`config.mk`:
```
export PLATFORM = sky130hd
export DESIGN_NAME = hpq_ctrl
export DESIGN_NICKNAME = d
export VERILOG_FILES = /design/src/rtl/hpq_pkg.sv /design/src/rtl/hpq_ctrl.sv
export SDC_FILE = /design/constraint.sdc
export NUM_CORES = 1
export LEC_CHECK = 0
export BUFFER_PORTS_ARGS = -buffer_cell sky130_fd_sc_hd__buf_4
export CAP_MARGIN = 10
export CORE_AREA = 2 2 39 41
export DETAILED_ROUTE_END_ITERATION = 8
export DIE_AREA = 0 0 41 43
export MAX_ROUTING_LAYER = met4
export PLACE_DENSITY = 0.54
export SLEW_MARGIN = 20
export SYNTH_ARGS = -nofsm -noshare
export SYNTH_HDL_FRONTEND = slang
export SYNTH_SLANG_ARGS = --single-unit
```
`constraint.sdc`:
```
create_clock -name clk -period 2.55 [get_ports clk]
set_input_delay 0.3825 -clock clk [delete_from_list [all_inputs] [get_ports clk]]
set_output_delay 0.3825 -clock clk [all_outputs]
set_load 0.02 [all_outputs]
```
`src/rtl/hpq_pkg.sv`:
```
package hpq_pkg;

  // Default sizing
  localparam int CAPACITY = 256;
  localparam int KEY_BITS = 32;

  // Configuration port
  localparam int ADDR_W = 3;
  localparam logic [0:0] REG_MIN_FIRST   = 1'd0;
  localparam logic [0:0] REG_SIGNED_KEYS = 1'd1;

  // Operation codes
  localparam logic OP_INSERT  = 1'b0;
  localparam logic OP_EXTRACT = 1'b1;

  // Result status codes
  localparam logic [1:0] ST_OK    = 2'd0;
  localparam logic [1:0] ST_EMPTY = 2'd1;
  localparam logic [1:0] ST_FULL  = 2'd2;

  typedef struct packed {
    logic        op;
    logic [31:0] key;
  } item_t;

  typedef struct packed {
    logic [31:0] out_key;
    logic [1:0]  status;
    logic [8:0]  count_after;
    logic [31:0] top_key;
    logic        top_valid;
  } result_t;

  // Controller to datapath
  typedef struct packed {
    logic       load;
    logic       up_init;
    logic       up_rd;
    logic       up_move;
    logic       dn_init;
    logic       dn_last;
    logic       dn_move;
    logic       fin_write;
    logic       cnt_inc;
    logic       finish;
    logic [1:0] code;
    logic       give_key;
  } cmd_t;

  // Datapath to controller
  typedef struct packed {
    logic in_op;
    logic op;
    logic full;
    logic empty;
    logic count_one;
    logic parent_zero;
    logic up_swap;
    logic dn_first;
    logic dn_swap;
    logic dn_more;
  } stat_t;

endpackage

```
`src/rtl/hpq_ctrl.sv`:
```
module hpq_ctrl (
  input  logic           clk,
  input  logic           rst,
  input  logic           start,
  input  hpq_pkg::stat_t st,
  output hpq_pkg::cmd_t  cmd,
  output logic           busy
);

  localparam logic [2:0] S_IDLE    = 3'd0;
  localparam logic [2:0] S_UP_RD   = 3'd1;
  localparam logic [2:0] S_UP_CMP  = 3'd2;
  localparam logic [2:0] S_DN_LAST = 3'd3;
  localparam logic [2:0] S_DN_CMP  = 3'd4;
  localparam logic [2:0] S_FIN     = 3'd5;

  logic [2:0] state;
  logic [2:0] state_next;

  assign busy = (state != S_IDLE);

  // Sequence one operation
  always_comb begin
    cmd        = '0;
    cmd.code   = hpq_pkg::ST_OK;
    state_next = state;
    case (state)
      S_IDLE: begin
        if (start) begin
          cmd.load = 1'b1;
          if (st.in_op == hpq_pkg::OP_INSERT) begin
            if (st.full) begin
              cmd.finish = 1'b1;
              cmd.code   = hpq_pkg::ST_FULL;
            end else begin
              cmd.up_init = 1'b1;
              state_next  = st.empty ? S_FIN : S_UP_RD;
            end
          end else begin
            if (st.empty) begin
              cmd.finish = 1'b1;
              cmd.code   = hpq_pkg::ST_EMPTY;
            end else begin
              cmd.dn_init = 1'b1;
              if (st.count_one) begin
                cmd.finish   = 1'b1;
                cmd.give_key = 1'b1;
              end else begin
                state_next = S_DN_LAST;
              end
            end
          end
        end
      end
      S_UP_RD: begin
        cmd.up_rd  = 1'b1;
        state_next = S_UP_CMP;
      end
      S_UP_CMP: begin
        if (st.up_swap) begin
          cmd.up_move = 1'b1;
          state_next  = st.parent_zero ? S_FIN : S_UP_RD;
        end else begin
          state_next = S_FIN;
        end
      end
      S_DN_LAST: begin
        cmd.dn_last = 1'b1;
        state_next  = st.dn_first ? S_DN_CMP : S_FIN;
      end
      S_DN_CMP: begin
        if (st.dn_swap) begin
          cmd.dn_move = 1'b1;
          state_next  = st.dn_more ? S_DN_CMP : S_FIN;
        end else begin
          state_next = S_FIN;
        end
      end
      S_FIN: begin
        cmd.fin_write = 1'b1;
        cmd.cnt_inc   = (st.op == hpq_pkg::OP_INSERT);
        cmd.give_key  = (st.op == hpq_pkg::OP_EXTRACT);
        cmd.finish    = 1'b1;
        state_next    = S_IDLE;
      end
      default: begin
        state_next = S_IDLE;
      end
    endcase
  end

  always_ff @(posedge clk) begin
    if (rst) begin
      state <= S_IDLE;
    end else begin
      state <= state_next;
    end
  end

endmodule

```
==> parameters.txt, run 1 <==
Parameter                              Value

STA
  Post-route setup TNS    0 ns
  Count of pins over their slew limit    0
  Worst-Margin Slew    0.426 ns
  Final clock period utilization by the worst path    77.6%
  Final Setup Violations    0
  Maximum frequency from static timing analysis    0.505 GHz
  Unrepaired setup endpoints after global routing    no
  Worst Skew    about 0.0012 ns
  Slew Limit Headroom    70.8%
  Hold Violations, Final    0
  Post-layout min period    1.98 ns

Clocking
  Maximum level of the CTS H-tree    1
  Clk root buf    clkbuf_4
  Post-CTS setup repair buffer count    0
  CTS Buf Count    3
  Total of hold buffers inserted after clock tree synthesis    0
  Clock latency on the worst-skew pair    around 0.23 ns
  CTS tree    done
  CTS clk-pin slew, worst paths    roughly 0.04 ns
  PostCTS Resize Cnt    0
  Number of sinks handled by clock tree synthesis    3
  Number of buffers on the longest clock path    2

Synthesis
  Syn nets    between 50 and 60
  Top cells by area, synth    dfxtp_1 19%, and3_1 6.0%, nor2_1 6.0%
  Synth area leader    dfxtp_1
  Mean instance size in the synthesized netlist    7.11 um^2
  Post-Synthesis Cells    44
  Unique cell type count in the Yosys netlist    25
  Sequential fraction of the synthesis area    around a fifth
  Area fraction of the dominant cell type after synthesis    19.2%
  Mapped cell area    313 um^2
  Warnings, synthesis    0
  Synthesis-stage register bit count    3

Global route
  Remaining global-route overflow    0
  Maximum number of pins on one net before global-route repair    11
  Vias in the first global route    349
  Global-route wire length before repair    1440 um
  Number of antenna violations at the first check in global routing    0
  GRT Util Overall    12.3%

Critical path
  CP max FO    9
  Cell with the largest stage delay on the worst path    or4b_4
  Cells traversed along the worst timing path    or4b_4, nor3b_1, buf_4
  Type of origin of the critical path    flop
  Data arrival, critical path    1.60 ns
  Endpoint kind of the worst setup timing path    primary output
  WS Path Type    reg2out
  Worst path buffer plus inverter count    1
  Worst Path Required    roughly 2.2 ns
  Crit path largest cell delay    0.61 ns
  Critical path's top delay family    simple AND/OR/NAND/NOR gates

Run status
  Run status    finished, final reports clean

Routing
  M1 WL    402 um
  Initial DRC Count    8
  Amount of wire on met2 after detailed routing    428 um
  Router iterations before antenna repair    4
  Detailed route wirelength on metal3    67 um
  Detail-routed via count per cell    4.73
  Via count    416
  Routed length per instance    10.4 um
  Post-route DRC    0
  Detail Route Antenna Nets    0
  Final wirelength    914 um
  Uppermost layer routed    met4

Power and ir drop
  Static Leak    0.281 nW
  Peak supply drop    around 0.31 mV
  Pwr dens    roughly 650 nW/um^2

Job
  Max Cap Viol    0

Floorplan
  Die span in y    43 um
  Starting Density    22.6%
  Width of the die    41 um
  Core ar.    1380 um^2
  Cell Rows    14
  Die Footprint    1760 um^2
  I/O pin cnt    27

Finish
  Register with the most flip-flops    state
  Most common library cell in the layout ignoring fill and taps    buf_4
  Top flop regs    state x3
  Flip-flop count of the largest register, all copies and words added    3
  Area growth, synth to finish    72.0%
  Top library cells by usage in the layout, fill and taps aside    26 x buf_4, 5 x nor2_1, 4 x inv_1, 4 x nand2_1
  Final nets    86
  Share of cells above drive strength 1    45.8%
  Antenna diodes    0
  Final standard cell area without fillers    about 540 um^2

Placement
  Total cell area at the placement stage    512 um^2
  Routability cong.    ~0.83
  Sum of net half-perimeters after detailed placement    between 700 and 800 um
  IO buf count    26

Min path
  Class of the tightest hold or removal check    in2reg
## final timing paths
kind	depth (start not counted)	start	endpoint	slack, ns
worst max register to register	3	state[2]	state[2]	1.13
worst min register to register	2	state[0]	state[1]	0.67
worst max-delay path	3	state[2]	cmd[2]	0.57
worst min-delay path	2	rst	state[1]	0.33
## cell families after synthesis
logic type | after synthesis | synth area share [%]
AND/OR/NAND/NOR | 25 | 47.6
AO/OA/AOI/OAI | 10 | 23.2
buffers and inverters | 6 | 10.0
flip-flops | 3 | 19.2
## cells in the mapped netlist (all sizes together)
| master | instances |
|---|---|
| nor2 | 6 |
| nor4bb | 1 |
| nand2b | 1 |
| nor2b | 1 |
| or3 | 1 |
| o21ai | 3 |
| inv | 4 |
| o22ai | 1 |
| and2 | 1 |
| or4b | 1 |
| or2 | 1 |
| a2111oi | 2 |
| nor3b | 1 |
| or2b | 1 |
| buf | 2 |
| nand2 | 4 |
| a211oi | 1 |
| o311ai | 1 |
| a21o | 1 |
| dfxtp | 3 |
| nor3 | 3 |
| and3 | 3 |
| a22o | 1 |
## power by group
| group | internal (mW) | switching, mW | total (mW) |
|---|---|---|---|
| logic | 0.0885 | 0.102 | 0.190 |
| clock network | 0.0586 | 0.0232 | 0.0817 |
| registers | 0.0576 | 0.0228 | 0.0804 |
| total | 0.205 | 0.148 | 0.352 |
## metrics by stage
stage | setup WS, ns | instances | util (%) | power [mW] | hold WS [ns]
after floorplan | 0.624 | 44 | - | 0.197 | 0.461
after global routing | 0.473 | 88 | 38.9 | 0.387 | 0.328
after CTS | 0.555 | 88 | 38.9 | 0.356 | 0.328
after detailed placement | 0.810 | 84 | 37.0 | 0.271 | 0.571
final | 0.571 | 88 | 38.9 | 0.352 | 0.335
after global placement | 0.794 | 84 | 37.0 | 0.272 | 0.572
## metal layers
metal	global-route usage, %	vias to the layer above
met3	1.57	2
met1	17.0	183
met2	16.3	15
li1	-	216
met4	8.00	0
met5	-	-
## layout make-up
cell class | instances | area [um^2]
Clock buffer | 4 | 26.3
Fill cell | 162 | 846
Inverter | 4 | 15.0
Multi-Input combinational cell | 35 | 221
Sequential cell | 3 | 60.1
Tap cell | 16 | 20.0
Timing Repair Buffer | 26 | 195
Note: power is estimated with default switching activity, not from simulation.
==> inputs of run 2 (changes only) <==
==> constraint.sdc (replaced) <==
create_clock -name clk -period 1.9 [get_ports clk]
set_input_delay 0.285 -clock clk [delete_from_list [all_inputs] [get_ports clk]]
set_output_delay 0.285 -clock clk [all_outputs]
set_load 0.02 [all_outputs]
==> run 2 against run 1 <==
  * Sequential share of layout area up 0.15 points
  * Routed wire length decreased by 0.22%
  * Via count down 2.4%
  * Highest routed layer is now met3
==> parameters.txt, run 2 (synthesis results as in run 1) <==
Parameter                              Value

STA
  Worst Skew    0.00122 ns (+0.0000485 ns)
  Count of pins over their slew limit    0 (unchanged)
  Slew Limit Headroom    72.5% (+1.7 points)
  Worst-Margin Slew    0.402 ns (-0.0250 ns)
  Hold Violations, Final    0 (unchanged)
  Post-layout min period    1.83 ns
  Post-route setup TNS    0 ns (unchanged)
  Maximum frequency from static timing analysis    0.547 GHz
  Final clock period utilization by the worst path    96.3%
  Unrepaired setup endpoints after global routing    no
  Final Setup Violations    0 (unchanged)

Routing
  Final wirelength    912 um (-0.22%)
  Detail-routed via count per cell    4.56 (-3.5%)
  Routed length per instance    10.2 um (-1.3%)
  Post-route DRC    0 (unchanged)
  Initial DRC Count    2 (-6)
  Router iterations before antenna repair    2 (-2)
  Detail Route Antenna Nets    0 (unchanged)
  Via count    406 (-2.4%)

Clocking
  CTS clk-pin slew, worst paths    0.03 ns (about the same)
  Maximum level of the CTS H-tree    1 (unchanged)
  Clock latency on the worst-skew pair    0.23 ns (about the same)
  CTS tree    done
  CTS Buf Count    3 (unchanged)
  Clk root buf    clkbuf_4
  Number of sinks handled by clock tree synthesis    3 (unchanged)
  Number of buffers on the longest clock path    2 (unchanged)

Power and ir drop
  Power, Total    0.486 mW (+38%)
  NetSw    0.200 mW (+36%)
  Internal power    0.285 mW (+39%)
  Switching Share    41.3% (-0.63 points)
  Clock Power Share    22.2% (-1.0 points)
  Pwr dens    878 nW/um^2 (+34%)
  Static Leak    0.289 nW (+2.7%)
  Gate power share    57.1% (+3.1 points)
  Peak supply drop    0.384 mV (+23%)
  Proportion of power drawn by flip-flops and latches    20.6% (-2.2 points)

Min path
  Class of the tightest hold or removal check    in2reg

Global route
  Maximum number of pins on one net before global-route repair    10 (-1)
  Global-route wire length before repair    1480 um (+2.4%)
  Remaining global-route overflow    0 (unchanged)
  Number of antenna violations at the first check in global routing    0 (unchanged)
  GRT Util Overall    12.5% (+0.19 points)
  Vias in the first global route    372 (+6.6%)

Critical path
  Type of origin of the critical path    flop
  Worst Path Required    1.62 ns (-0.55 ns)
  Data arrival, critical path    1.54 ns (-0.06 ns)
  WS Path Type    reg2out
  CP max FO    9 (unchanged)
  Endpoint kind of the worst setup timing path    primary output

Floorplan
  Core ar.    1380 um^2 (unchanged)
  Starting Density    22.6% (unchanged)
  I/O pin cnt    27 (unchanged)
  Cell Rows    14 (unchanged)
  Die span in y    43 um (unchanged)
  Width of the die    41 um (unchanged)
  Die Footprint    1760 um^2 (unchanged)

Finish
  Area growth, synth to finish    76.8%
  Share of cells above drive strength 1    50.7% (+4.9 points)
  Register with the most flip-flops    state
  Most common library cell in the layout ignoring fill and taps    buf_4
  Antenna diodes    0 (unchanged)
  Top library cells by usage in the layout, fill and taps aside    27 x buf_4, 5 x nor2_1, 4 x inv_1, 4 x nand2_1
  Top flop regs    state x3
  Flip-flop count of the largest register, all copies and words added    3 (unchanged)
  Final nets    87 (+1.2%)

Job
  Max Cap Viol    0 (unchanged)

Placement
  Routability cong.    0.733 (-12%)
  IO buf count    26 (unchanged)
  Sum of net half-perimeters after detailed placement    731 um (+1.8%)

Run status
  Run status    finished, final reports clean
[run 2: changes by cell type in the layout (fill, tap and decap cells not counted)]
cell     previous run  this run
buf_4              26        27
dfxtp_1             3         1
nor3b_2             0         1
nor3b_1             1         0
dfxtp_2             0         2
[run 2: worst paths after layout]
check | start | endpoint | slack (ns) | depth (start not counted)
setup / recovery | state[2] | cmd[0] | 0.07 | 4
hold / removal | rst | state[1] | 0.23 | 2
setup reg to reg | state[0] | state[2] | 0.45 | 4
hold reg to reg | state[1] | state[2] | 0.63 | 2
[run 2: layout make-up]
| cell class | instances | area, um^2 |
|---|---|---|
| clock buffers | 4 | 26.3 |
| fillers | 151 | 831 |
| inverters | 4 | 15.0 |
| multi-input cells | 35 | 226 |
| flip-flops and latches | 3 | 62.6 |
| well taps | 16 | 20.0 |
| repair buffers | 27 | 203 |
[run 2: metal layers]
layer / vias to the layer above / share of wire, % / global-route usage, %
li1: 216 / - / -
met5: - / 0 / -
met4: 0 / 0 / 6.00
met3: 0 / 5.2 / 4.71
met1: 180 / 46 / 16.3
met2: 10 / 49 / 16.6
[run 2: power by group through the flow]
stage / logic [mW] / clock network, mW / registers (mW)
after floorplan: 0.179 / 0 / 0.0861
after global placement: 0.277 / 0 / 0.0967
after detailed placement: 0.276 / 0 / 0.0975
after CTS: 0.277 / 0.115 / 0.0967
after global routing: 0.308 / 0.118 / 0.103
final: 0.277 / 0.108 / 0.100
[run 2: timing repair]
item,4_1_cts,5_1_grt
setup buffers,0,0
hold buffers,0,0
endpoints found under the setup margin,0,5
gates resized for setup,0,3
[run 2: metrics by stage]
step                instances  hold slack, ns  setup WS (ns)  cell area (um^2)  utilization, %
finish                     89           0.234         0.0707               553            40.0
floorplan                  44           0.364         0.0710               313               -
CTS                        89           0.231        0.00350               546            39.4
global route               89           0.236         0.0215               553            40.0
detailed placement         85           0.475          0.253               519            37.5
global placement           85           0.476          0.273               519            37.5
[run 2: critical path: stages (launching register included)]
cell	delay [ns]
dfxtp_2	0.35
or4b_4	0.58
nor2_4	0.13
a22o_2	0.13
buf_4	0.13
==> inputs of run 3 (changes only) <==
--- a/config.mk
+++ b/config.mk
@@ -5,13 +5,14 @@
 export SDC_FILE = /design/constraint.sdc
 export NUM_CORES = 1
 export LEC_CHECK = 0
+export ABC_AREA = 1
 export BUFFER_PORTS_ARGS = -buffer_cell sky130_fd_sc_hd__buf_4
 export CAP_MARGIN = 10
 export CORE_AREA = 2 2 39 41
 export DETAILED_ROUTE_END_ITERATION = 8
 export DIE_AREA = 0 0 41 43
 export MAX_ROUTING_LAYER = met4
-export PLACE_DENSITY = 0.54
+export PLACE_DENSITY = 0.58
 export SLEW_MARGIN = 20
 export SYNTH_ARGS = -nofsm -noshare
 export SYNTH_HDL_FRONTEND = slang
==> run 3 against run 2 <==
  * Worst setup slack gained 0.25 ns
  * Critical endpoint is now cmd[3]
  * First-iteration DRC count grew to 5.0 times the previous value
  * Critical path depth grew 4
  * Hold slack lost 0.0052 ns
  * Combinational power grew 63%
  * Clock power is essentially flat
  * Count of clock-buffer cells in the layout is the same
  * Total power grew 39%
  * Die area is the same
  * Highest routed layer unchanged
  * Flip-flop and latch count is the same
  * Sequential share of layout area shrank 1.4 points
  * Routed wire length shrank 0.11%
==> parameters.txt, run 3 <==
Parameter                              Value

Floorplan
  I/O pin cnt    27 (unchanged)
  Die span in y    43 um (unchanged)
  Cell Rows    14 (unchanged)
  Die Footprint    1760 um^2 (unchanged)
  Starting Density    25.9% (+3.3 points)
  Core ar.    1380 um^2 (unchanged)
  Width of the die    41 um (unchanged)

Run status
  Run status    finished, final reports clean

Clocking
  PostCTS Resize Cnt    0 (unchanged)
  Total of hold buffers inserted after clock tree synthesis    0 (unchanged)
  Clock latency on the worst-skew pair    0.23 ns (about the same)
  Maximum level of the CTS H-tree    1 (unchanged)
  CTS clk-pin slew, worst paths    0.04 ns (about the same)
  Number of sinks handled by clock tree synthesis    3 (unchanged)
  CTS Buf Count    3 (unchanged)
  Number of buffers on the longest clock path    2 (unchanged)
  CTS tree    done
  Post-CTS setup repair buffer count    0 (unchanged)
  Clk root buf    clkbuf_4

STA
  Post-layout min period    1.58 ns (-0.254 ns)
  Final setup slack of the worst path    0.325 ns (+0.254 ns)
  Worst Skew    0.00176 ns (+0.000544 ns)
  Final Setup Violations    0 (unchanged)
  Slew Limit Headroom    81.9% (+9.3 points)
  Worst-Margin Slew    0.271 ns (-0.130 ns)
  Count of pins over their slew limit    0 (unchanged)
  Post-route setup TNS    0 ns (unchanged)
  Hold Violations, Final    0 (unchanged)
  Maximum frequency from static timing analysis    0.635 GHz (+16%)
  Final clock period utilization by the worst path    82.9% (-13 points)
  Unrepaired setup endpoints after global routing    no

Min path
  Class of the tightest hold or removal check    in2reg

Synthesis
  Primary FF master, synth    dfxtp_1
  Mean instance size in the synthesized netlist    5.68 um^2 (-20%)
  Share of synthesized registers carrying an async set or reset    0% (unchanged)
  Mapped cell area    358 um^2 (+14%)
  Ranking of synthesized cells by instance count    17 x nand2_1, 11 x nor2_1, 7 x inv_1
  Area fraction of the dominant cell type after synthesis    17.8% (-1.4 points)
  Most numerous cell in the Yosys netlist    nand2_1
  Warnings, synthesis    0 (unchanged)
  Synthesis-stage register bit count    3 (unchanged)
  Post-Synthesis Cells    63 (+43%)
  Sequential fraction of the synthesis area    16.8% (-2.4 points)
  Unique cell type count in the Yosys netlist    17 (-32%)
  Syn nets    76 (+33%)
  Top cells by area, synth    nand2_1 18%, dfxtp_1 17%, nor2_1 12%
  Synth area leader    nand2_1
  Count of flip-flops with a built-in enable after synthesis    0 (unchanged)

Routing
  Detail Route Antenna Nets    0 (unchanged)
  Final wirelength    911 um (-0.11%)
  Post-route DRC    0 (unchanged)
  Via count    462 (+14%)
  Routed length per instance    8.28 um (-19%)
  Router iterations before antenna repair    4 (+2)
  Detail-routed via count per cell    4.20 (-7.9%)
  Initial DRC Count    10 (+8)

Finish
  Most common library cell in the layout ignoring fill and taps    buf_4
  Register with the most flip-flops    state
  Final nets    108 (+24%)
  Top library cells by usage in the layout, fill and taps aside    27 x buf_4, 17 x nand2_1, 11 x nor2_1
  Top flop regs    state x3
  Final standard cell area without fillers    607 um^2 (+9.7%)
  Antenna diodes    0 (unchanged)
  Share of cells above drive strength 1    48.9% (-1.7 points)
  Area growth, synth to finish    69.6%
  Flip-flop count of the largest register, all copies and words added    3 (unchanged)

Power and ir drop
  Peak supply drop    0.492 mV (+28%)
  Proportion of power drawn by flip-flops and latches    16.9% (-3.7 points)
  Internal power    0.344 mW (+21%)
  Static Leak    0.366 nW (+27%)
  Switching Share    48.9% (+7.6 points)
  Pwr dens    1110 nW/um^2 (+26%)
  Clock Power Share    16.0% (-6.2 points)
  NetSw    0.329 mW (+64%)
  Gate power share    67.1% (+10 points)

Global route
  GRT Util Overall    12.1% (-0.40 points)
  Remaining global-route overflow    0 (unchanged)
  Maximum number of pins on one net before global-route repair    8 (-2)
  Global-route wire length before repair    1440 um (-2.3%)
  Vias in the first global route    404 (+8.6%)
  Number of antenna violations at the first check in global routing    0 (unchanged)

Placement
  Sum of net half-perimeters after detailed placement    802 um (+9.7%)
  IO buf count    26 (unchanged)
  Total cell area at the placement stage    581 um^2 (+12%)
  Worst setup slack after placement    0.557 ns (+0.305 ns)
  Routability cong.    0.788 (+7.5%)

Critical path
  Data arrival, critical path    1.29 ns (-0.25 ns)
  Critical path's top delay family    simple AND/OR/NAND/NOR gates
  WS Path Type    reg2out
  Crit path largest cell delay    0.37 ns (-0.21 ns)
  Cell with the largest stage delay on the worst path    dfxtp_1
  Endpoint kind of the worst setup timing path    primary output
  Cells traversed along the worst timing path    nor2_4, nand2_4, inv_2, nand2_4, inv_4, nand2_2, nand2_2, buf_4
  Worst Path Required    1.62 ns (about the same)
  CP max FO    7 (-2)
  Type of origin of the critical path    flop
  Worst path buffer plus inverter count    3 (+2)

Job
  Max Cap Viol    0 (unchanged)
[run 3: changes by cell type after synthesis, moves of 2 or more]
cell	change
a2111oi_0	-2
inv_1	+3
inv_2	+2
nand2_1	+13
nand2_2	+5
nand2_4	+2
nand3_1	+4
nor2_1	+6
nor2_2	+3
nor3_1	-3
o21ai_0	-2
[run 3: worst reg2reg max path: stages, from the launching register on]
cell	delay, ns
dfxtp_1	0.37
nor2_4	0.20
nand2_4	0.07
inv_2	0.08
nand2_2	0.06
nand2_2	0.07
nor2_1	0.04
[run 3: cell type report]
class	count	area [um^2]
well taps	16	20.0
multi-input cells	50	258
clock buffers	4	26.3
fillers	155	777
repair buffers	27	203
inverters	10	40.0
flip-flops and latches	3	60.1
[run 3: power groups by stage]
stage | clock network (mW) | logic, mW | registers [mW]
after floorplan | 0 | 0.298 | 0.118
after global placement | 0 | 0.457 | 0.114
after global routing | 0.123 | 0.495 | 0.118
after CTS | 0.115 | 0.457 | 0.114
after detailed placement | 0 | 0.456 | 0.115
final | 0.108 | 0.451 | 0.114
[run 3: cells by family (layout without fill, tap and decap cells)]
group,after synthesis,after routing,synth area share (%)
compound gates,2,2,2.79
simple gates,48,48,69.2
buf+inv,10,41,11.2
flops,3,3,16.8
[run 3: per-layer routing]
metal	vias to the layer above	global-route usage, %	part of all wire, %
met2	22	20.0	48
li1	254	-	-
met1	186	13.1	41
met3	0	2.09	11
met4	0	6.00	0
met5	-	-	0
[run 3: path summary, 6_finish.rpt]
| kind | from | endpoint | slack (ns) | depth (start not counted) |
|---|---|---|---|---|
| worst min register to register | state[1] | state[2] | 0.70 | 5 |
| worst max register to register | state[2] | state[2] | 0.89 | 6 |
| worst max-delay path | state[2] | cmd[3] | 0.32 | 8 |
| worst min-delay path | rst | state[1] | 0.23 | 2 |
[run 3: through the flow]
step           utilization (%)  power, mW  hold slack (ns)  instances
2_1_floorplan                -      0.416            0.357         63
3_3_place_gp              42.0      0.572            0.463        106
3_5_place_dp              42.0      0.571            0.466        106
4_1_cts                   43.9      0.686            0.221        110
5_1_grt                   43.9      0.736            0.222        110
6_report                  43.9      0.673            0.229        110
